## config.mk

```make
export PLATFORM = sky130hd
export DESIGN_NAME = nntb_seq
export DESIGN_NICKNAME = d
export VERILOG_FILES = /design/src/hw/rtl/nntb_pkg.sv /design/src/hw/rtl/nntb_seq.sv
export SDC_FILE = /design/constraint.sdc
export NUM_CORES = 1
export LEC_CHECK = 0
export BUFFER_PORTS_ARGS = -buffer_cell sky130_fd_sc_hd__buf_2
export CAP_MARGIN = 10
export CORE_AREA = 3 3 40 42
export CTS_CLUSTER_DIAMETER = 40
export DETAILED_ROUTE_END_ITERATION = 8
export DIE_AREA = 0 0 43 45
export PLACE_DENSITY = 0.57
export SLEW_MARGIN = 10
export SYNTH_ARGS = -nofsm -noshare
export SYNTH_HDL_FRONTEND = slang
export SYNTH_SLANG_ARGS = --single-unit
export TNS_END_PERCENT = 20
```

## constraint.sdc

```tcl
create_clock -name clk -period 1.5 [get_ports clk]
set_input_delay 0.375 -clock clk [delete_from_list [all_inputs] [get_ports clk]]
set_output_delay 0.375 -clock clk [all_outputs]
set_load 0.05 [all_outputs]
```

## src/hw/rtl/nntb_pkg.sv

```systemverilog
package nntb_pkg;

    // Fixed field widths of the stream and register items
    localparam int CITY_W     = 6;
    localparam int WEIGHT_W   = 16;
    localparam int SUM_W      = 22;
    localparam int CC_W       = 7;
    localparam int IN_DATA_W  = 32;
    localparam int OUT_DATA_W = 40;
    localparam int APB_DATA_W = 32;
    localparam int APB_ADDR_W = 3;

    localparam int MAX_CITIES_DEF = 64;

    // Register map: word index taken from paddr[2]
    localparam logic REG_CITY_COUNT = 1'b0;
    localparam logic [CC_W-1:0] CITY_COUNT_RST = 7'd64;

    // Input item kinds carried in tuser
    localparam logic ACT_LOAD  = 1'b0;
    localparam logic ACT_BUILD = 1'b1;

    // Sequencer steps
    typedef enum logic [3:0] {
        ST_IDLE,
        ST_EMIT_FIRST,
        ST_SCAN_CLR,
        ST_SCAN,
        ST_SCAN_TAIL,
        ST_COMMIT,
        ST_EMIT_MID,
        ST_RET_READ,
        ST_RET_ADD,
        ST_EMIT_LAST
    } step_t;

    // Jump conditions
    typedef enum logic [2:0] {
        COND_ALWAYS,
        COND_START,
        COND_OUT_FREE,
        COND_SCAN_END,
        COND_LAST_CITY
    } cond_t;

    // Result item kinds
    typedef enum logic [1:0] {
        EMIT_NONE,
        EMIT_FIRST,
        EMIT_MID,
        EMIT_LAST
    } emit_t;

    // Datapath operations of one control word
    typedef struct packed {
        logic  in_ready;
        logic  scan_clr;
        logic  scan_issue;
        logic  commit;
        logic  ret_read;
        logic  ret_add;
        emit_t emit;
    } uop_t;

    // Full control word
    typedef struct packed {
        uop_t  uop;
        cond_t cond;
        step_t go_true;
        step_t go_false;
    } ctrl_t;

    // Datapath status used by the jump logic
    typedef struct packed {
        logic start;
        logic out_free;
        logic scan_end;
        logic last_city;
    } stat_t;

    // Microcode table: one control word per step
    function automatic ctrl_t ucode(input step_t step);
        ctrl_t w;
        w          = '0;
        w.uop.emit = EMIT_NONE;
        w.cond     = COND_ALWAYS;
        w.go_true  = ST_IDLE;
        w.go_false = ST_IDLE;
        case (step)
            ST_IDLE:
            begin
                w.uop.in_ready = 1'b1;
                w.cond         = COND_START;
                w.go_true      = ST_EMIT_FIRST;
                w.go_false     = ST_IDLE;
            end
            ST_EMIT_FIRST:
            begin
                w.uop.emit = EMIT_FIRST;
                w.cond     = COND_OUT_FREE;
                w.go_true  = ST_SCAN_CLR;
                w.go_false = ST_EMIT_FIRST;
            end
            ST_SCAN_CLR:
            begin
                w.uop.scan_clr = 1'b1;
                w.go_true      = ST_SCAN;
            end
            ST_SCAN:
            begin
                w.uop.scan_issue = 1'b1;
                w.cond           = COND_SCAN_END;
                w.go_true        = ST_SCAN_TAIL;
                w.go_false       = ST_SCAN;
            end
            ST_SCAN_TAIL:
            begin
                w.go_true = ST_COMMIT;
            end
            ST_COMMIT:
            begin
                w.uop.commit = 1'b1;
                w.cond       = COND_LAST_CITY;
                w.go_true    = ST_RET_READ;
                w.go_false   = ST_EMIT_MID;
            end
            ST_EMIT_MID:
            begin
                w.uop.emit = EMIT_MID;
                w.cond     = COND_OUT_FREE;
                w.go_true  = ST_SCAN_CLR;
                w.go_false = ST_EMIT_MID;
            end
            ST_RET_READ:
            begin
                w.uop.ret_read = 1'b1;
                w.go_true      = ST_RET_ADD;
            end
            ST_RET_ADD:
            begin
                w.uop.ret_add = 1'b1;
                w.go_true     = ST_EMIT_LAST;
            end
            ST_EMIT_LAST:
            begin
                w.uop.emit = EMIT_LAST;
                w.cond     = COND_OUT_FREE;
                w.go_true  = ST_IDLE;
                w.go_false = ST_EMIT_LAST;
            end
            default:
            begin
                w.go_true  = ST_IDLE;
                w.go_false = ST_IDLE;
            end
        endcase
        return w;
    endfunction

endpackage

```

## src/hw/rtl/nntb_seq.sv

```systemverilog
module nntb_seq (
    input  logic            clk,
    input  logic            rst_n,
    input  nntb_pkg::stat_t stat,
    output nntb_pkg::uop_t  uop
);
    import nntb_pkg::*;

    step_t pc_reg;
    step_t pc_next;
    ctrl_t ctrl;
    logic  cond_hit;

    // Fetch the control word of the current step
    always_comb
    begin
        ctrl = ucode(pc_reg);
        uop  = ctrl.uop;
    end

    // Evaluate the jump condition and pick the next step
    always_comb
    begin
        case (ctrl.cond)
            COND_ALWAYS:    cond_hit = 1'b1;
            COND_START:     cond_hit = stat.start;
            COND_OUT_FREE:  cond_hit = stat.out_free;
            COND_SCAN_END:  cond_hit = stat.scan_end;
            COND_LAST_CITY: cond_hit = stat.last_city;
            default:        cond_hit = 1'b1;
        endcase
        pc_next = cond_hit ? ctrl.go_true : ctrl.go_false;
    end

    // Advance the step counter
    always_ff @(posedge clk or negedge rst_n)
    begin
        if (!rst_n)
        begin
            pc_reg <= ST_IDLE;
        end
        else
        begin
            pc_reg <= pc_next;
        end
    end

endmodule

```

==> flow_summary_export.csv <==
group,metric,value,unit
clock_tree,clkLatencyLatePin,0.23,ns
timing,rsz0062_at_grt,"true",
drt,wl_per_cell,12.3,um
floorplan,die_area,1940,sq um
global_routing,antenna_found_initial,0,
cells_and_area,antenna_cells,0,
yosys,ys_ff_latch,4,
global_routing,globalRoute.busiestLayer,"met2",
yosys,syn_inst,41,
yosys,synthAdderAreaFrac,0,%
clock_tree,cts_root_buf,"clkbuf_4",
yosys,ys_seq_area_share,29.3,%
power_and_ir_drop,internal-power,767,uW
floorplan,num_rows,13,
yosys,synth_area,342,sq um
power_and_ir_drop,p_leak,0.000258,uW
global_routing,grt_start_max_net_pins,11,
yosys,postSynthAreaPerCell,8.33,sq um
global_routing,grt_usage,11.9,%
clock_tree,cts.sinks,4,
global_routing,globalRouteOverflowTotal,0,
floorplan,io_pins,14,
setup_path,critPathMaxFanout,4,
clock_tree,clkSlewWorstSetupHoldPaths,0.04,ns
floorplan,die_w,43,um
timing,max_freq,625,MHz
global_routing,grt_pass1_vias,368,
placement,dp_cells,74,
timing,final.min_clock_period,1.60,ns
placement,hpwlAfterDp,711,um
clock_tree,numCtsBuffers,3,
cells_and_area,final_common_cell,"buf_6",
setup_path,max_stage_delay,0.42,ns
timing,fin_ws,-0.101,ns
placement,place_area,503,sq um
power_and_ir_drop,ir_drop,0.935,mV
power_and_ir_drop,switchingPower,784,uW
floorplan,die_height,45,um
yosys,synth_warnings,0,
setup_path,cp_slowest_cell,"dfrtp_1",
setup_path,path_buf_inv,1,
setup_path,cp-start-kind,"flop",
timing,fin_skew,0.000792,ns
cells_and_area,most-common-layout-cells,"buf_6 (9), buf_4 (8), nor2_1 (5), buf_2 (5)",
floorplan,initial_core_util,26.6,%
setup_path,critPathTopFamily,"flip-flops",
cells_and_area,num-nets-final,71,
cells_and_area,syn_to_final_growth,78.0,%
drt,vias,367,
timing,slew_violations,0,
status,status,"finished, violations left",
cells_and_area,drive_above_1_share,63.5,%
cells_and_area,design_area,608,sq um
cells_and_area,largest_reg_flops,4,
yosys,synth_top_family_by_area,"simple AND/OR/NAND/NOR gates",
timing,hold_violations,0,
drt,ant_nets,0,
timing,min_period_over_period,107,%
placement,numPortBuffers,13,
clock_tree,cts_setup_buffers,0,
global_routing,grtUsageMet2,19.5,%
setup_path,worstSetupEndpointType,"output pin",
global_routing,grt_pass1_wl,1640,um
yosys,synthMuxAreaShare,0,%
setup_path,path_cells,"nand2b_2 > o22ai_2 > buf_6",
floorplan,core,1280,sq um
run,cap_violations,0,
power_and_ir_drop,p_per_area,2550,nW/um^2
timing,worst_slew_pin_slew,0.241,ns
timing,setup_viol,8,
global_routing,use_met3,2.39,%
clock_tree,htree_levels,1,
clock_tree,clockBufferDepth,2,
yosys,synth_simple_gate_area_share,34.8,%
power_and_ir_drop,clock_power_share,8.4,%
cells_and_area,final_cells,78,
min_path,worstHoldPathType,"in -> reg",
yosys,synth_cell_type_count,22,
timing,maxSlewHeadroom,83.8,%
power_and_ir_drop,seqPwrFrac,15.4,%
yosys,synth-compound-area-share,24.9,%
power_and_ir_drop,comb_power_share,76.1,%
drt,drt_wl_total,962,um
power_and_ir_drop,p_sw_share,50.5,%
setup_path,cp_data_arrival_time,1.23,ns
power_and_ir_drop,power,1550,uW
status,violations,"negative setup slack",
setup_path,critPathKind,"reg -> out",
placement,place.gp.congestion,0.776,
global_routing,grt_util_met1,13.6,%
yosys,synth_nets,47,
drt,drc,0,
drt,first_iter_violations,6,
yosys,synth_xor_area_share,0,%
clock_tree,cts_tree,"built",
setup_path,crit_required,1.12,ns
drt,viasPerCell,4.71,
drt,first_pass_iters,4,
-- metal layers --
| metal | share of wire [%] | wire length (um) |
|---|---|---|
| met1 | 42 | 402 |
| met2 | 52 | 500 |
| met3 | 2.8 | 27 |
| met4 | 3.2 | 31 |
| met5 | 0 | 0 |
-- timing repair --
action | 4_1_cts | 5_1_grt
endpoints found under the setup margin | 8 | 8
hold buffers | 1 | 0
resized for setup | 21 | 1
hold endpoints to repair | 4 | 0
cloned | 0 | 0
-- logic make-up (layout without fill, tap and decap cells) --
| family | count (synthesis) | in the layout |
|---|---|---|
| AO/OA/AOI/OAI | 11 | 11 |
| buffers and inverters | 4 | 26 |
| flip-flops | 4 | 4 |
| AND/OR/NAND/NOR | 22 | 22 |
-- power by group through the flow --
stage	logic, uW	registers, uW	clock network (uW)
2_1_floorplan	833	186	0
3_3_place_gp	1030	220	0
3_5_place_dp	1020	224	0
4_1_cts	1180	235	137
5_1_grt	1260	246	147
6_report	1180	239	131
-- worst min-delay path: cells and delay by family --
family          cells  cell delay [ns]
buf+inv             1             0.12
simple gates        1             0.08
compound gates      1             0.06
-- cell usage after synthesis --
cell type  instances  area, sq um
nor2b_1            2         12.5
nor3_2             1         10.0
o21a_1             1         7.51
buf_4              2         15.0
nand4b_1           1         8.76
nand2_1            1         3.75
a22o_1             1         8.76
a211oi_1           1         7.51
buf_6              2         22.5
o21ai_0            1         5.00
o21ai_1            2         10.0
a211o_1            1         8.76
o21bai_2           1         11.3
nor4_1             1         6.26
nor3_1             4         20.0
o221ai_2           1         15.0
nand2_2            1         6.26
nor2_1             7         26.3
o22ai_1            1         6.26
a21oi_1            1         5.00
nand2b_1           4         25.0
dfrtp_1            4          100
-- stage by stage --
| step | setup WS [ns] | setup TNS [ns] | hold WS, ns | utilization (%) |
|---|---|---|---|---|
| finish | -0.101 | -0.567 | 0.447 | 47.3 |
| global route | -0.159 | -0.968 | 0.449 | 47.3 |
| CTS | -0.109 | -0.636 | 0.442 | 47.1 |
| detailed placement | 0.0318 | 0 | 0.186 | 39.1 |
| global placement | 0.0482 | 0 | 0.185 | 39.1 |
| floorplan | -0.119 | -0.599 | 0.0794 | - |
-- layout make-up --
class / count / area [sq um]
tap: 15 / 18.8
clock buffer: 3 / 22.5
timing repair buffer: 23 / 196
fill: 133 / 677
sequential: 4 / 101
multi-input combinational: 33 / 269
-- final timing paths --
path	cells past startpoint	slack, ns	end	start
setup / recovery	3	-0.10	uop[1]	pc_reg[0]
hold / removal	3	0.45	pc_reg[2]	stat[1]
setup reg to reg	5	0.20	pc_reg[0]	pc_reg[0]
hold reg to reg	2	0.62	pc_reg[1]	pc_reg[3]
max in group asynchronous	2	0.89	pc_reg[1]	rst_n
min in group asynchronous	2	0.48	pc_reg[2]	rst_n
No activity file was read; power rests on OpenSTA's default activity.
