`src/hw/rtl/nntb_pkg.sv`:
```
package nntb_pkg;

    // Fixed field widths of the stream and register items
    localparam int CITY_W     = 6;
    localparam int WEIGHT_W   = 16;
    localparam int SUM_W      = 22;
    localparam int CC_W       = 7;
    localparam int IN_DATA_W  = 32;
    localparam int OUT_DATA_W = 40;
    localparam int APB_DATA_W = 32;
    localparam int APB_ADDR_W = 3;

    localparam int MAX_CITIES_DEF = 64;

    // Register map: word index taken from paddr[2]
    localparam logic REG_CITY_COUNT = 1'b0;
    localparam logic [CC_W-1:0] CITY_COUNT_RST = 7'd64;

    // Input item kinds carried in tuser
    localparam logic ACT_LOAD  = 1'b0;
    localparam logic ACT_BUILD = 1'b1;

    // Sequencer steps
    typedef enum logic [3:0] {
        ST_IDLE,
        ST_EMIT_FIRST,
        ST_SCAN_CLR,
        ST_SCAN,
        ST_SCAN_TAIL,
        ST_COMMIT,
        ST_EMIT_MID,
        ST_RET_READ,
        ST_RET_ADD,
        ST_EMIT_LAST
    } step_t;

    // Jump conditions
    typedef enum logic [2:0] {
        COND_ALWAYS,
        COND_START,
        COND_OUT_FREE,
        COND_SCAN_END,
        COND_LAST_CITY
    } cond_t;

    // Result item kinds
    typedef enum logic [1:0] {
        EMIT_NONE,
        EMIT_FIRST,
        EMIT_MID,
        EMIT_LAST
    } emit_t;

    // Datapath operations of one control word
    typedef struct packed {
        logic  in_ready;
        logic  scan_clr;
        logic  scan_issue;
        logic  commit;
        logic  ret_read;
        logic  ret_add;
        emit_t emit;
    } uop_t;

    // Full control word
    typedef struct packed {
        uop_t  uop;
        cond_t cond;
        step_t go_true;
        step_t go_false;
    } ctrl_t;

    // Datapath status used by the jump logic
    typedef struct packed {
        logic start;
        logic out_free;
        logic scan_end;
        logic last_city;
    } stat_t;

    // Microcode table: one control word per step
    function automatic ctrl_t ucode(input step_t step);
        ctrl_t w;
        w          = '0;
        w.uop.emit = EMIT_NONE;
        w.cond     = COND_ALWAYS;
        w.go_true  = ST_IDLE;
        w.go_false = ST_IDLE;
        case (step)
            ST_IDLE:
            begin
                w.uop.in_ready = 1'b1;
                w.cond         = COND_START;
                w.go_true      = ST_EMIT_FIRST;
                w.go_false     = ST_IDLE;
            end
            ST_EMIT_FIRST:
            begin
                w.uop.emit = EMIT_FIRST;
                w.cond     = COND_OUT_FREE;
                w.go_true  = ST_SCAN_CLR;
                w.go_false = ST_EMIT_FIRST;
            end
            ST_SCAN_CLR:
            begin
                w.uop.scan_clr = 1'b1;
                w.go_true      = ST_SCAN;
            end
            ST_SCAN:
            begin
                w.uop.scan_issue = 1'b1;
                w.cond           = COND_SCAN_END;
                w.go_true        = ST_SCAN_TAIL;
                w.go_false       = ST_SCAN;
            end
            ST_SCAN_TAIL:
            begin
                w.go_true = ST_COMMIT;
            end
            ST_COMMIT:
            begin
                w.uop.commit = 1'b1;
                w.cond       = COND_LAST_CITY;
                w.go_true    = ST_RET_READ;
                w.go_false   = ST_EMIT_MID;
            end
            ST_EMIT_MID:
            begin
                w.uop.emit = EMIT_MID;
                w.cond     = COND_OUT_FREE;
                w.go_true  = ST_SCAN_CLR;
                w.go_false = ST_EMIT_MID;
            end
            ST_RET_READ:
            begin
                w.uop.ret_read = 1'b1;
                w.go_true      = ST_RET_ADD;
            end
            ST_RET_ADD:
            begin
                w.uop.ret_add = 1'b1;
                w.go_true     = ST_EMIT_LAST;
            end
            ST_EMIT_LAST:
            begin
                w.uop.emit = EMIT_LAST;
                w.cond     = COND_OUT_FREE;
                w.go_true  = ST_IDLE;
                w.go_false = ST_EMIT_LAST;
            end
            default:
            begin
                w.go_true  = ST_IDLE;
                w.go_false = ST_IDLE;
            end
        endcase
        return w;
    endfunction

endpackage

```
`src/hw/rtl/nntb_dp.sv`:
```
module nntb_dp #(
    parameter int MAX_CITIES = nntb_pkg::MAX_CITIES_DEF
) (
    input  logic                                clk,
    input  logic                                rst_n,
    input  nntb_pkg::uop_t                      uop,
    output nntb_pkg::stat_t                     stat,
    input  logic [nntb_pkg::CC_W-1:0]           city_count,
    input  logic                                in_valid,
    input  logic                                in_action,
    input  logic [nntb_pkg::CITY_W-1:0]         in_from,
    input  logic [nntb_pkg::CITY_W-1:0]         in_to,
    input  logic [nntb_pkg::WEIGHT_W-1:0]       in_weight,
    output logic                                in_ready,
    output logic                                mem_wr_en,
    output logic [2*$clog2(MAX_CITIES)-1:0]     mem_wr_addr,
    output logic [nntb_pkg::WEIGHT_W-1:0]       mem_wr_data,
    output logic                                mem_rd_en,
    output logic [2*$clog2(MAX_CITIES)-1:0]     mem_rd_addr,
    input  logic [nntb_pkg::WEIGHT_W-1:0]       mem_rd_data,
    input  logic                                out_ready,
    output logic                                out_valid,
    output logic [nntb_pkg::CITY_W-1:0]         out_position,
    output logic [nntb_pkg::CITY_W-1:0]         out_city,
    output logic [nntb_pkg::SUM_W-1:0]          out_tour_weight,
    output logic                                out_last
);
    import nntb_pkg::*;

    localparam int IDX_W = $clog2(MAX_CITIES);
    localparam int CNT_W = $clog2(MAX_CITIES + 1);

    logic                accept;
    logic                init;
    logic                emit_go;
    logic                take;
    logic [CNT_W-1:0]    n_clamp;
    logic [CNT_W-1:0]    n_m1;

    logic [CNT_W-1:0]    n_reg,         n_next;
    logic [IDX_W-1:0]    cur_reg,       cur_next;
    logic [IDX_W-1:0]    pos_reg,       pos_next;
    logic [IDX_W-1:0]    j_reg,         j_next;
    logic                vld_d_reg,     vld_d_next;
    logic                skip_d_reg,    skip_d_next;
    logic [IDX_W-1:0]    j_d_reg,       j_d_next;
    logic                found_reg,     found_next;
    logic [IDX_W-1:0]    best_city_reg, best_city_next;
    logic [WEIGHT_W-1:0] best_w_reg,    best_w_next;
    logic [SUM_W-1:0]    sum_reg,       sum_next;
    logic [MAX_CITIES-1:0] visited_reg, visited_next;
    logic                out_valid_reg, out_valid_next;
    logic [IDX_W-1:0]    out_pos_reg,   out_pos_next;
    logic [IDX_W-1:0]    out_city_reg,  out_city_next;
    logic [SUM_W-1:0]    out_sum_reg,   out_sum_next;
    logic                out_last_reg,  out_last_next;

    // Input handshake and item decode
    assign in_ready = uop.in_ready;
    assign accept   = uop.in_ready & in_valid;
    assign init     = accept & (in_action == ACT_BUILD);

    // Clamp the city count into its legal range
    always_comb
    begin
        if (city_count < CC_W'(2))
        begin
            n_clamp = CNT_W'(2);
        end
        else if (city_count > CC_W'(MAX_CITIES))
        begin
            n_clamp = CNT_W'(MAX_CITIES);
        end
        else
        begin
            n_clamp = CNT_W'(city_count);
        end
    end

    assign n_m1 = CNT_W'(n_reg - CNT_W'(1));

    // Matrix write for load items, dropped outside the matrix
    assign mem_wr_en   = accept & (in_action == ACT_LOAD)
                       & ((CC_W)'(in_from) < CC_W'(MAX_CITIES))
                       & ((CC_W)'(in_to) < CC_W'(MAX_CITIES));
    assign mem_wr_addr = {IDX_W'(in_from), IDX_W'(in_to)};
    assign mem_wr_data = in_weight;

    // Matrix read along the current row
    assign mem_rd_en   = uop.scan_issue | uop.ret_read;
    assign mem_rd_addr = uop.ret_read ? {cur_reg, IDX_W'(0)} : {cur_reg, j_reg};

    // Status for the sequencer
    assign emit_go        = !out_valid_reg || out_ready;
    assign stat.start     = init;
    assign stat.out_free  = emit_go;
    assign stat.scan_end  = CNT_W'(j_reg) == n_m1;
    assign stat.last_city = CNT_W'(pos_reg) == n_m1;

    // Compare the returned weight against the best so far; ties keep the lower index
    assign take = vld_d_reg && !skip_d_reg && (!found_reg || (mem_rd_data < best_w_reg));

    always_comb
    begin
        n_next         = n_reg;
        cur_next       = cur_reg;
        pos_next       = pos_reg;
        j_next         = j_reg;
        vld_d_next     = 1'b0;
        skip_d_next    = skip_d_reg;
        j_d_next       = j_d_reg;
        found_next     = found_reg;
        best_city_next = best_city_reg;
        best_w_next    = best_w_reg;
        sum_next       = sum_reg;
        visited_next   = visited_reg;
        out_valid_next = out_valid_reg;
        out_pos_next   = out_pos_reg;
        out_city_next  = out_city_reg;
        out_sum_next   = out_sum_reg;
        out_last_next  = out_last_reg;

        // Start a tour at city zero
        if (init)
        begin
            n_next       = n_clamp;
            cur_next     = '0;
            pos_next     = IDX_W'(1);
            sum_next     = '0;
            visited_next = MAX_CITIES'(1);
        end

        // Reset the row scan
        if (uop.scan_clr)
        begin
            j_next     = '0;
            found_next = 1'b0;
        end

        // Issue one read per cycle and tag it
        if (uop.scan_issue)
        begin
            vld_d_next  = 1'b1;
            skip_d_next = visited_reg[j_reg];
            j_d_next    = j_reg;
            j_next      = IDX_W'(j_reg + 1'b1);
        end

        if (take)
        begin
            found_next     = 1'b1;
            best_city_next = j_d_reg;
            best_w_next    = mem_rd_data;
        end

        // Move to the chosen city
        if (uop.commit)
        begin
            cur_next                = best_city_reg;
            visited_next[best_city_reg] = 1'b1;
            sum_next                = SUM_W'(sum_reg + SUM_W'(best_w_reg));
        end

        // Close the tour with the edge back to city zero
        if (uop.ret_add)
        begin
            sum_next = SUM_W'(sum_reg + SUM_W'(mem_rd_data));
        end

        // Drop a taken result
        if (out_valid_reg && out_ready)
        begin
            out_valid_next = 1'b0;
        end

        // Load the output register
        if (emit_go)
        begin
            case (uop.emit)
                EMIT_FIRST:
                begin
                    out_valid_next = 1'b1;
                    out_pos_next   = '0;
                    out_city_next  = '0;
                    out_sum_next   = '0;
                    out_last_next  = 1'b0;
                end
                EMIT_MID:
                begin
                    out_valid_next = 1'b1;
                    out_pos_next   = pos_reg;
                    out_city_next  = cur_reg;
                    out_sum_next   = '0;
                    out_last_next  = 1'b0;
                    pos_next       = IDX_W'(pos_reg + 1'b1);
                end
                EMIT_LAST:
                begin
                    out_valid_next = 1'b1;
                    out_pos_next   = pos_reg;
                    out_city_next  = cur_reg;
                    out_sum_next   = sum_reg;
                    out_last_next  = 1'b1;
                end
                default:
                begin
                    out_valid_next = out_valid_next;
                end
            endcase
        end
    end

    // Control state
    always_ff @(posedge clk or negedge rst_n)
    begin
        if (!rst_n)
        begin
            n_reg         <= CNT_W'(MAX_CITIES);
            cur_reg       <= '0;
            pos_reg       <= '0;
            j_reg         <= '0;
            vld_d_reg     <= 1'b0;
            found_reg     <= 1'b0;
            sum_reg       <= '0;
            visited_reg   <= '0;
            out_valid_reg <= 1'b0;
        end
        else
        begin
            n_reg         <= n_next;
            cur_reg       <= cur_next;
            pos_reg       <= pos_next;
            j_reg         <= j_next;
            vld_d_reg     <= vld_d_next;
            found_reg     <= found_next;
            sum_reg       <= sum_next;
            visited_reg   <= visited_next;
            out_valid_reg <= out_valid_next;
        end
    end

    // Payload
    always_ff @(posedge clk)
    begin
        skip_d_reg    <= skip_d_next;
        j_d_reg       <= j_d_next;
        best_city_reg <= best_city_next;
        best_w_reg    <= best_w_next;
        out_pos_reg   <= out_pos_next;
        out_city_reg  <= out_city_next;
        out_sum_reg   <= out_sum_next;
        out_last_reg  <= out_last_next;
    end

    assign out_valid       = out_valid_reg;
    assign out_position    = CITY_W'(out_pos_reg);
    assign out_city        = CITY_W'(out_city_reg);
    assign out_tour_weight = out_sum_reg;
    assign out_last        = out_last_reg;

endmodule

```
`config.mk`:
```
export PLATFORM = sky130hd
export DESIGN_NAME = nntb_dp
export DESIGN_NICKNAME = d
export VERILOG_FILES = /design/src/hw/rtl/nntb_pkg.sv /design/src/hw/rtl/nntb_dp.sv
export SDC_FILE = /design/constraint.sdc
export NUM_CORES = 1
export LEC_CHECK = 0
export BUFFER_PORTS_ARGS = -buffer_cell sky130_fd_sc_hd__buf_2
export CAP_MARGIN = 20
export CORE_AREA = 2 2 220 136
export DETAILED_ROUTE_END_ITERATION = 12
export DIE_AREA = 0 0 222 138
export GPL_ROUTABILITY_DRIVEN = 0
export SLEW_MARGIN = 25
export SYNTH_ARGS = -nofsm -noshare
export SYNTH_HDL_FRONTEND = slang
export SYNTH_SLANG_ARGS = --single-unit
```
`constraint.sdc`:
```
create_clock -name clk -period 4.9 [get_ports clk]
set_clock_uncertainty 0.15 [all_clocks]
set_input_delay 0.245 -clock clk [delete_from_list [all_inputs] [get_ports clk]]
set_output_delay 0.245 -clock clk [all_outputs]
set_load 0.02 [all_outputs]
```
==> results.json, run 1 <==
{
  "grt_util_met1": 0.292,
  "instances_no_fill": 1383,
  "ctsRootBufferMaster": "clkbuf_16",
  "die_h_um": 138,
  "detailed_place_hpwl_um": 18900,
  "cts_tree": "done",
  "cpPeakStageDelay_ns": 0.56,
  "met2_usage": 0.221,
  "dieArea_um2": 30600,
  "power_density_nw_per_um2": 467,
  "ys_ff_latch": 178,
  "finalSetupViolCount": 0,
  "n_antenna_cell": 0,
  "leakage_nw": 4.95,
  "synthCells": 916,
  "ys_top_cells_by_area": "dfrtp_1 (29%), edfxtp_1 (19%), ha_1 (6.3%), mux4_2 (3.9%), nand2_1 (3.7%)",
  "design.core.area_um2": 29000,
  "syn_area_um2": 9890,
  "synth_flop_cell": "dfrtp_1",
  "end_kind": "flop",
  "htreeDepth": 4,
  "synth_top_cell_by_area": "dfrtp_1",
  "synth-async-reset-ratio": 0.640,
  "first_iter_violations": 788,
  "path_delay_family": "compound AO/OA/AOI/OAI gates",
  "syn-num-nets": 1032,
  "place_ws_ns": 1.71,
  "status": "finished, final reports clean",
  "hp-class": "in -> reg",
  "grt_util_met3": 0.0491,
  "period_minus_slack_ns": 3.25,
  "setup_tns_ns": 0,
  "slew_headroom": 0.380,
  "io_pins": 147,
  "cp-start-kind": "primary input",
  "wl_per_cell_um": 19.2,
  "slowest_stage": "dlygate4sd3_1",
  "grt_max_degree": 82,
  "drc_errors": 0,
  "port_buffers": 90,
  "grt_antenna_before_repair": 0,
  "clock-sinks": 178,
  "clockBufferDepth": 2,
  "fin_area_um2": 11300,
  "rows": 49,
  "grt-ovfl-total": 0,
  "place_area_um2": 10500,
  "die-width_um": 222,
  "ys_types": 67,
  "rsz0062_at_grt": "no",
  "final_nets": 1104,
  "hold_viol_final": 0,
  "synth_top_area_frac": 0.286,
  "clkSlewWorstSetupHoldPaths_ns": 0.06,
  "start_util": 0.341,
  "critPathRequiredTime_ns": 5.07,
  "drv_cap": 0,
  "crit_type": "in -> reg",
  "synth-seq-area-share": 0.483,
  "grt_pass1_vias": 7268,
  "numCtsBuffers": 17,
  "yosys_warnings": 0,
  "synth_area_per_cell_um2": 10.8,
  "grt_usage": 0.178,
  "area_delta_synth_final_pct": 14.6,
  "tightestPinTransition_ns": 0.927,
  "dr.pass1.iters": 7,
  "vias": 7487,
  "timing.critical_path.buf_inv": 2,
  "crit_arrival_ns": 3.42,
  "fmax_mhz": 307,
  "layout_setup_ws_ns": 1.65,
  "antenna_left": 0,
  "slew_violations": 0,
  "crit_path_cell_trace": "dlygate4sd3_1 -> buf_2 -> ha_1 -> fa_1 -> a211oi_2 -> o21ai_1 -> a221oi_2 -> o21ai_1 -> nand2_1 -> mux2i_1 -> or3_1",
  "max-vdd-ir-drop_uv": 235,
  "period_share": 0.664,
  "p_total_w": 0.00529,
  "crit_fanout": 4,
  "largest_register_ffs": 64,
  "cts_resized": 0,
  "grt_most_used_layer": "met1",
  "wl_um": 26500,
  "via_per_inst": 5.41,
  "clock_latency_ns": 0.44,
  "grt_pass1_wl_um": 42400,
  "numPlacedInstances": 1325,
  "synth-edff-count": 64,
  "drive_above_1_share": 0.166,
  "crit_top_cell": "o21ai_1"
}
==> routing by layer <==
metal	part of all wire	wire (µm)
met1	0.53	14200
met4	0.013	341
met5	0	0
met3	0.080	2110
met2	0.37	9900
==> power by group <==
| group | switching (W) | total, W | internal [W] |
|---|---|---|---|
| Sequential | 0.000285 | 0.00206 | 0.00178 |
| Clock | 0.000576 | 0.00130 | 0.000728 |
| Combinational | 0.00110 | 0.00192 | 0.000829 |
==> synthesized netlist by cell type, types with 4 or more instances <==
library cell,count
nand3_1,13
a31oi_1,6
a21oi_1,39
mux4_1,4
nand3b_1,5
nor2_1,39
or3_1,5
or2_2,4
ha_1,50
and3_1,26
a32o_1,4
xnor2_1,22
mux2i_1,8
o211ai_1,4
a211oi_1,13
o21a_1,6
nor3b_1,7
a21o_1,9
nor2b_1,11
mux4_2,17
inv_1,31
xor2_1,22
edfxtp_1,64
o31ai_1,7
buf_4,33
buf_1,4
a221o_1,4
and2_1,15
a22o_1,34
dfrtp_1,113
clkbuf_1,34
nand2_1,98
nand4_1,13
nor3_1,14
nand2b_1,11
o21ai_0,72
o21bai_1,5
a22oi_1,5
==> logic make-up (layout without fill, tap and decap cells) <==
| group | count (synthesis) | count (layout) | share of synthesized area |
|---|---|---|---|
| and+or+nand+nor | 271 | 271 | 0.138 |
| AOI/OAI and AO/OA | 236 | 236 | 0.160 |
| DFF | 178 | 178 | 0.483 |
| buffers and inverters | 103 | 188 | 0.0516 |
| adders and majority gates | 52 | 52 | 0.0673 |
| xor gates and xnor gates | 44 | 44 | 0.0390 |
| muxes | 32 | 32 | 0.0609 |
==> worst register-to-register path, stage by stage (launching register included) <==
cell and delay, ns:
dfrtp_1 0.41, ha_1 0.24, fa_1 0.44, a211oi_2 0.26, o21ai_1 0.15, a221oi_2 0.56
o21ai_1 0.26, nand2_1 0.13, mux2i_1 0.07, or3_1 0.37
==> cell usage in the layout (no fill, tap or decap), types with 31 or more instances in the layout <==
cell / synthesis / final
o21ai_0: 72 / 72
a22o_1: 34 / 34
buf_2: 0 / 89
nand2_1: 98 / 98
dfrtp_1: 113 / 111
nor2_1: 39 / 37
ha_1: 50 / 50
edfxtp_1: 64 / 64
a21oi_1: 39 / 39
inv_1: 31 / 31
==> final timing paths <==
check / cells past startpoint / startpoint / slack, ns / end
max: 11 / mem_rd_data[0] / 1.65 / sum_reg[20]$_DFFE_PN0P_
min: 4 / city_count[1] / 0.04 / n_reg[1]$_DFFE_PN0P_
max reg2reg: 9 / sum_reg[0]$_DFFE_PN0P_ / 1.74 / sum_reg[20]$_DFFE_PN0P_
min reg2reg: 0 / j_d_reg[4]$_DFFE_PP_ / 0.27 / best_city_reg[4]$_DFFE_PP_
max in group asynchronous: 3 / rst_n / 3.48 / j_reg[0]$_DFFE_PN0P_
min in group asynchronous: 2 / rst_n / 0.08 / cur_reg[5]$_DFFE_PN0P_
==> repair_timing <==
action                                 CTS  global route
endpoints found under the hold margin   46             0
buffers inserted                         0             0
hold buffers                            26             0
==> layout make-up <==
cell class / instances / area, µm²
fill: 2803 / 17700
sequential: 178 / 4780
multi-input combinational: 635 / 4630
timing repair buffer: 124 / 773
tap: 382 / 478
clock buffer: 24 / 472
inverter: 32 / 120
clock inverter: 8 / 80.1
==> metrics by stage <==
step | utilization | hold WS (ns)
after floorplan | - | -0.201
after global placement | 0.362 | -0.000779
after detailed placement | 0.363 | 0.00716
after CTS | 0.391 | 0.0240
after global routing | 0.391 | 0.0444
final | 0.391 | 0.0397
Note: power is estimated with default switching activity, not from simulation.
==> run 2: changes to the inputs <==
--- a/config.mk
+++ b/config.mk
@@ -5,11 +5,12 @@
 export SDC_FILE = /design/constraint.sdc
 export NUM_CORES = 1
 export LEC_CHECK = 0
+export ABC_AREA = 1
 export BUFFER_PORTS_ARGS = -buffer_cell sky130_fd_sc_hd__buf_2
 export CAP_MARGIN = 20
-export CORE_AREA = 2 2 220 136
+export CORE_AREA = 2 2 229 141
 export DETAILED_ROUTE_END_ITERATION = 12
-export DIE_AREA = 0 0 222 138
+export DIE_AREA = 0 0 231 143
 export GPL_ROUTABILITY_DRIVEN = 0
 export SLEW_MARGIN = 25
 export SYNTH_ARGS = -nofsm -noshare
==> constraint.sdc (replaced) <==
create_clock -name clk -period 3 [get_ports clk]
set_clock_uncertainty 0.15 [all_clocks]
set_input_delay 0.15 -clock clk [delete_from_list [all_inputs] [get_ports clk]]
set_output_delay 0.15 -clock clk [all_outputs]
set_load 0.02 [all_outputs]
==> run 2 against run 1 <==
  * Sequential power rose by 62%
  * Highest routed layer unchanged
  * Worst setup slack got worse by 1.2 ns
  * Clock power rose by 72%
  * Critical endpoint is now stat[1]
  * Critical path type is now reg -> out
  * Synthesized area rose by 8.0%
  * Hold slack barely moved
  * Non-clock buffer count rose by 13
  * First-iteration DRC count rose by 37%
  * Largest cell class is now multi-input gates
==> results.json, run 2 <==
{
  "status": "finished, final reports clean",
  "clkPwrFrac": 0.234,
  "critPathCapture": "stat[1]",
  "dr.pass1.iters": 5,
  "wl_met2_um": 11600,
  "numCtsBuffers": 17,
  "yosys-top-cells-count": "nand2_1 (402), inv_1 (178), dfrtp_1 (113)",
  "yosys_warnings": 0,
  "synth-seq-area-share": 0.447,
  "mostFrequentLayoutCells": "nand2_1 (402), inv_1 (178), dfrtp_1 (113)",
  "clockBufferDepth": 2,
  "ys_types": 48,
  "wl_um": 32900,
  "max-vdd-ir-drop_uv": 459,
  "p_comb_frac": 0.417,
  "synth_area_per_cell_um2": 7.74,
  "finalSetupViolCount": 0,
  "grt_max_degree": 67,
  "detailed_place_hpwl_um": 24500,
  "drt-met1-wl_um": 17200,
  "setup_tns_ns": 0,
  "clock-sinks": 178,
  "end_kind": "output pin",
  "dieArea_um2": 33000,
  "crit_arrival_ns": 2.26,
  "area_delta_synth_final_pct": 15.7,
  "top_layer_used": "met4",
  "p_seq_frac": 0.349,
  "p_total_w": 0.00955,
  "holdWs_ns": 0.0394,
  "r2r_slack_ns": 0.57,
  "yosysMostFrequentCell": "nand2_1",
  "tightestPinTransition_ns": 0.786,
  "largest_register_ffs": 64,
  "period_share": 0.853,
  "postCtsSetupBuffers": 0,
  "syn_area_um2": 10700,
  "cp-start-kind": "flop",
  "synthCells": 1380,
  "switching_share": 0.434,
  "fmax_mhz": 391,
  "grt_antenna_before_repair": 0,
  "clkSlewWorstSetupHoldPaths_ns": 0.07,
  "wl_met3_um": 3600,
  "cts_resized": 0,
  "p_switching_w": 0.00414,
  "synth_flop_cell": "dfrtp_1",
  "postCtsHoldBufs": 34,
  "io_pins": 147,
  "htreeDepth": 4,
  "drive_above_1_share": 0.119,
  "wl_per_cell_um": 17.3,
  "vias": 9681,
  "grt-ovfl-total": 0,
  "power_density_nw_per_um2": 773,
  "final_nets": 1594,
  "grt_usage": 0.204,
  "r2r-start": "sum_reg[0]$_DFFE_PN0P_",
  "leakage_nw": 6.02,
  "clock_latency_ns": 0.44,
  "period_minus_slack_ns": 2.56,
  "final_common_cell": "nand2_1",
  "slowest_stage": "dfrtp_1",
  "antenna_left": 0,
  "intPower_w": 0.00541,
  "port_buffers": 90,
  "first_iter_violations": 1080,
  "via_per_inst": 5.08,
  "synth-async-reset-ratio": 0.640,
  "drv_cap": 0,
  "die_h_um": 143,
  "ys_top_cells_by_area": "dfrtp_1 (26%), edfxtp_1 (18%), nand2_1 (14%), inv_1 (6.3%), ha_1 (5.9%)",
  "crit_path_cell_trace": "buf_12 -> inv_4 -> nand2_1 -> nand4_1 -> nor3_1 -> nand3_1 -> nor2_1 -> buf_2",
  "crit_start": "j_reg[0]$_DFFE_PN0P_",
  "die-width_um": 231,
  "ctsRootBufferMaster": "clkbuf_16",
  "post-route-util": 0.401,
  "synth-edff-count": 64,
  "syn-num-nets": 1496,
  "slew_violations": 0,
  "crit_type": "reg -> out",
  "synth_top_cell_by_area": "dfrtp_1",
  "drc_errors": 0,
  "timing.rr.end": "sum_reg[14]$_DFFE_PN0P_",
  "start_util": 0.347,
  "rows": 50,
  "reg2reg_depth": 13,
  "cts_tree": "done",
  "cpPeakStageDelay_ns": 0.63,
  "grt_pass1_vias": 8917,
  "crit_fanout": 29,
  "critPathRequiredTime_ns": 2.70,
  "synth_top_area_frac": 0.265,
  "n_antenna_cell": 0,
  "design.core.area_um2": 30800,
  "ys_ff_latch": 178,
  "grt_pass1_wl_um": 51400,
  "rsz0062_at_grt": "no",
  "hp-class": "in -> reg",
  "hold_viol_final": 0,
  "slew_headroom": 0.476
}
[run 2: cell types whose count changed in the layout (fill, tap and decap cells not counted), moves of 13 or more]
cell / previous run / this run
a211oi_1: 13 / 0
a21oi_1: 39 / 55
a22o_1: 34 / 1
and3_1: 26 / 0
inv_1: 31 / 178
inv_2: 1 / 14
mux4_2: 17 / 0
nand2_1: 98 / 402
nand3_1: 12 / 101
nor2_1: 37 / 112
o21ai_1: 3 / 19
o22ai_1: 1 / 16
xnor2_1: 22 / 7
[run 2: worst min-delay path by stage]
stage / depth (start not counted) / endpoint / start / slack, ns
finish: 4 / sum_reg[15]$_DFFE_PN0P_ / uop[2] / 0.04
global route: 4 / sum_reg[15]$_DFFE_PN0P_ / uop[2] / 0.05
CTS: 4 / sum_reg[17]$_DFFE_PN0P_ / uop[2] / 0.02
detailed placement: 1 / sum_reg[3]$_DFFE_PN0P_ / rst_n / 0.009
global placement: 1 / sum_reg[3]$_DFFE_PN0P_ / rst_n / 0.008
floorplan: 0 / cur_reg[0]$_DFFE_PN0P_ / rst_n / -0.30
[run 2: cell type report]
cell class	count	area, µm²
Tap cell	416	520
Clock inverter	11	87.6
Inverter	194	733
Multi-Input combinational cell	950	4820
Fill cell	3187	18400
Sequential cell	178	4780
Timing Repair Buffer	137	928
Clock buffer	21	492
[run 2: critical path: cells and delay by family, from the launching register on]
family	cells	cell delay, ns
flops	1	0.63
buf+inv	3	0.58
simple gates	5	0.60
[run 2: cell families after synthesis]
family,count (synthesis),synth area share
simple gates,672,0.264
flops,178,0.447
xor+xnor,21,0.0172
buf+inv,252,0.104
compound gates,205,0.106
fa+ha+maj,52,0.0623
[run 2: per-layer routing]
metal	GRT usage	vias up
met2	0.249	464
met5	0	-
met4	0.0513	0
met1	0.337	4547
met3	0.0551	36
li1	-	4634
[run 2: power groups by stage]
stage               registers [W]  clock network [W]  logic (W)
CTS                       0.00332            0.00226    0.00387
detailed placement        0.00336                  0    0.00381
global route              0.00338            0.00236    0.00443
finish                    0.00333            0.00224    0.00398
floorplan                 0.00327                  0    0.00270
global placement          0.00336                  0    0.00379
[run 2: metrics by stage]
step | instance area [µm²] | cells | setup WS (ns)
floorplan | 10700 | 1380 | 0.696
global placement | 11400 | 1841 | 0.587
detailed placement | 11400 | 1841 | 0.603
CTS | 12300 | 1907 | 0.422
global route | 12400 | 1907 | 0.272
finish | 12400 | 1907 | 0.442
==> run 3: changes to the inputs <==
--- a/config.mk
+++ b/config.mk
@@ -9,9 +9,11 @@
 export BUFFER_PORTS_ARGS = -buffer_cell sky130_fd_sc_hd__buf_2
 export CAP_MARGIN = 20
 export CORE_AREA = 2 2 229 141
+export CTS_BUF_LIST = sky130_fd_sc_hd__clkbuf_16
 export DETAILED_ROUTE_END_ITERATION = 12
 export DIE_AREA = 0 0 231 143
 export GPL_ROUTABILITY_DRIVEN = 0
+export MAX_ROUTING_LAYER = met4
 export SLEW_MARGIN = 25
 export SYNTH_ARGS = -nofsm -noshare
 export SYNTH_HDL_FRONTEND = slang
==> run 3 against run 2 <==
  * Routed wire length is 0.50% lower
  * Fmax fell by 0.61%
  * Via count fell by 0.52%
  * Cell count barely moved
  * Die area stayed put
  * Largest power group unchanged
==> results.json, run 3 (synthesis results as in run 2) <==
{
  "design.core.area_um2": 30800,
  "setup_tns_ns": 0,
  "drc_errors": 0,
  "fmax_mhz": 389,
  "cpPeakStageDelay_ns": 0.62,
  "grt_pass1_wl_um": 51400,
  "leakage_nw": 6.01,
  "r2r-start": "best_w_reg[1]$_DFFE_PP_",
  "area_delta_synth_final_pct": 15.4,
  "status": "finished, final reports clean",
  "postCtsHoldBufs": 34,
  "fill_cells": 3190,
  "slew_violations": 0,
  "rsz0062_at_grt": "no",
  "grt_usage": 0.211,
  "grt_pass1_vias": 8897,
  "via_per_inst": 5.05,
  "start_util": 0.347,
  "period_share": 0.858,
  "hold_viol_final": 0,
  "crit_fanout": 29,
  "p_total_w": 0.00947,
  "holdWs_ns": 0.0417,
  "power_density_nw_per_um2": 768,
  "slowest_stage": "dfrtp_1",
  "drive_above_1_share": 0.117,
  "ctsRootBufferMaster": "clkbuf_16",
  "tightestPinTransition_ns": 0.794,
  "numCtsBuffers": 17,
  "clkSlewWorstSetupHoldPaths_ns": 0.07,
  "drv_cap": 0,
  "holdPathEnd": "sum_reg[15]$_DFFE_PN0P_",
  "final_nets": 1594,
  "min_path_cells": 4,
  "dieArea_um2": 33000,
  "cts_resized": 0,
  "postCtsSetupBuffers": 0,
  "grt_max_degree": 67,
  "rows": 50,
  "cp-start-kind": "flop",
  "crit_path_cell_trace": "buf_12 -> inv_4 -> nand2_1 -> nand4_1 -> nor3_1 -> nand3_1 -> nor2_1 -> buf_2",
  "path_depth": 8,
  "timing.rr.end": "best_w_reg[0]$_DFFE_PP_",
  "mostFrequentLayoutCells": "nand2_1 (402), inv_1 (178), dfrtp_1 (113)",
  "die_h_um": 143,
  "critPathRequiredTime_ns": 2.70,
  "die-width_um": 231,
  "r2r_slack_ns": 0.57,
  "slew_headroom": 0.470,
  "timing.critical_path.buf_inv": 3,
  "min_from": "uop[2]",
  "detailed_place_hpwl_um": 24500,
  "wl_per_cell_um": 17.2,
  "path_delay_family": "flip-flops",
  "grt-ovfl-total": 0,
  "dr.pass1.iters": 5,
  "period_minus_slack_ns": 2.57,
  "end_kind": "output pin",
  "largest_register_ffs": 64,
  "antenna_left": 0,
  "final_common_cell": "nand2_1",
  "reg2reg_depth": 14,
  "htreeDepth": 4,
  "cts_tree": "done",
  "first_iter_violations": 1080,
  "crit_type": "reg -> out",
  "io_pins": 147,
  "grt_antenna_before_repair": 1,
  "port_buffers": 90,
  "clock_latency_ns": 0.44,
  "crit_arrival_ns": 2.27,
  "max-vdd-ir-drop_uv": 456,
  "clock-sinks": 178,
  "wl_um": 32700,
  "clockBufferDepth": 2,
  "hp-class": "in -> reg",
  "vias": 9631,
  "finalSetupViolCount": 0
}
run 3: power breakdown:
part | internal (W) | switching [W] | total (W)
Sequential | 0.00292 | 0.000415 | 0.00333
Clock | 0.00112 | 0.00103 | 0.00215
Combinational | 0.00130 | 0.00270 | 0.00399
run 3: worst max-delay path by stage:
stage | start | endpoint | slack [ns]
after floorplan | out_valid$_DFF_PN0_ | out_last$_DFFE_PP_ | 0.70
after CTS | j_reg[0]$_DFFE_PN0P_ | stat[1] | 0.42
final | j_reg[0]$_DFFE_PN0P_ | stat[1] | 0.43
after global routing | n_reg[0]$_DFFE_PN0P_ | stat[0] | 0.27
after global placement | best_w_reg[1]$_DFFE_PP_ | best_w_reg[13]$_DFFE_PP_ | 0.59
after detailed placement | best_w_reg[1]$_DFFE_PP_ | best_w_reg[4]$_DFFE_PP_ | 0.60
run 3: tightest hold or removal path: stages:
cell and delay [ns]:
buf_2 0.10, nor2_2 0.15, nand3_1 0.13, nand3_1 0.06
run 3: layout make-up:
type | instances | area (µm²) | area share
clock buffers | 18 | 450 | 0.0365
multi-input cells | 950 | 4820 | 0.391
well taps | 416 | 520 | 0.0422
diodes | 1 | 2.50 | 0.000203
clock inverters | 14 | 98.8 | 0.00802
repair buffers | 137 | 928 | 0.0753
inverters | 194 | 733 | 0.0595
flip-flops and latches | 178 | 4780 | 0.387
run 3: per-layer routing:
layer  GRT usage  share of wire
met5           -              0
met2       0.246           0.35
met3      0.0539           0.10
met4      0.0489          0.012
met1       0.341           0.53
run 3: metrics by stage:
stage	instance area (µm²)	util	std cells	setup WS [ns]
global placement	11400	0.371	1841	0.587
CTS	12300	0.400	1907	0.420
finish	12300	0.400	1908	0.426
detailed placement	11400	0.371	1841	0.603
global route	12300	0.400	1908	0.265
floorplan	10700	-	1380	0.696
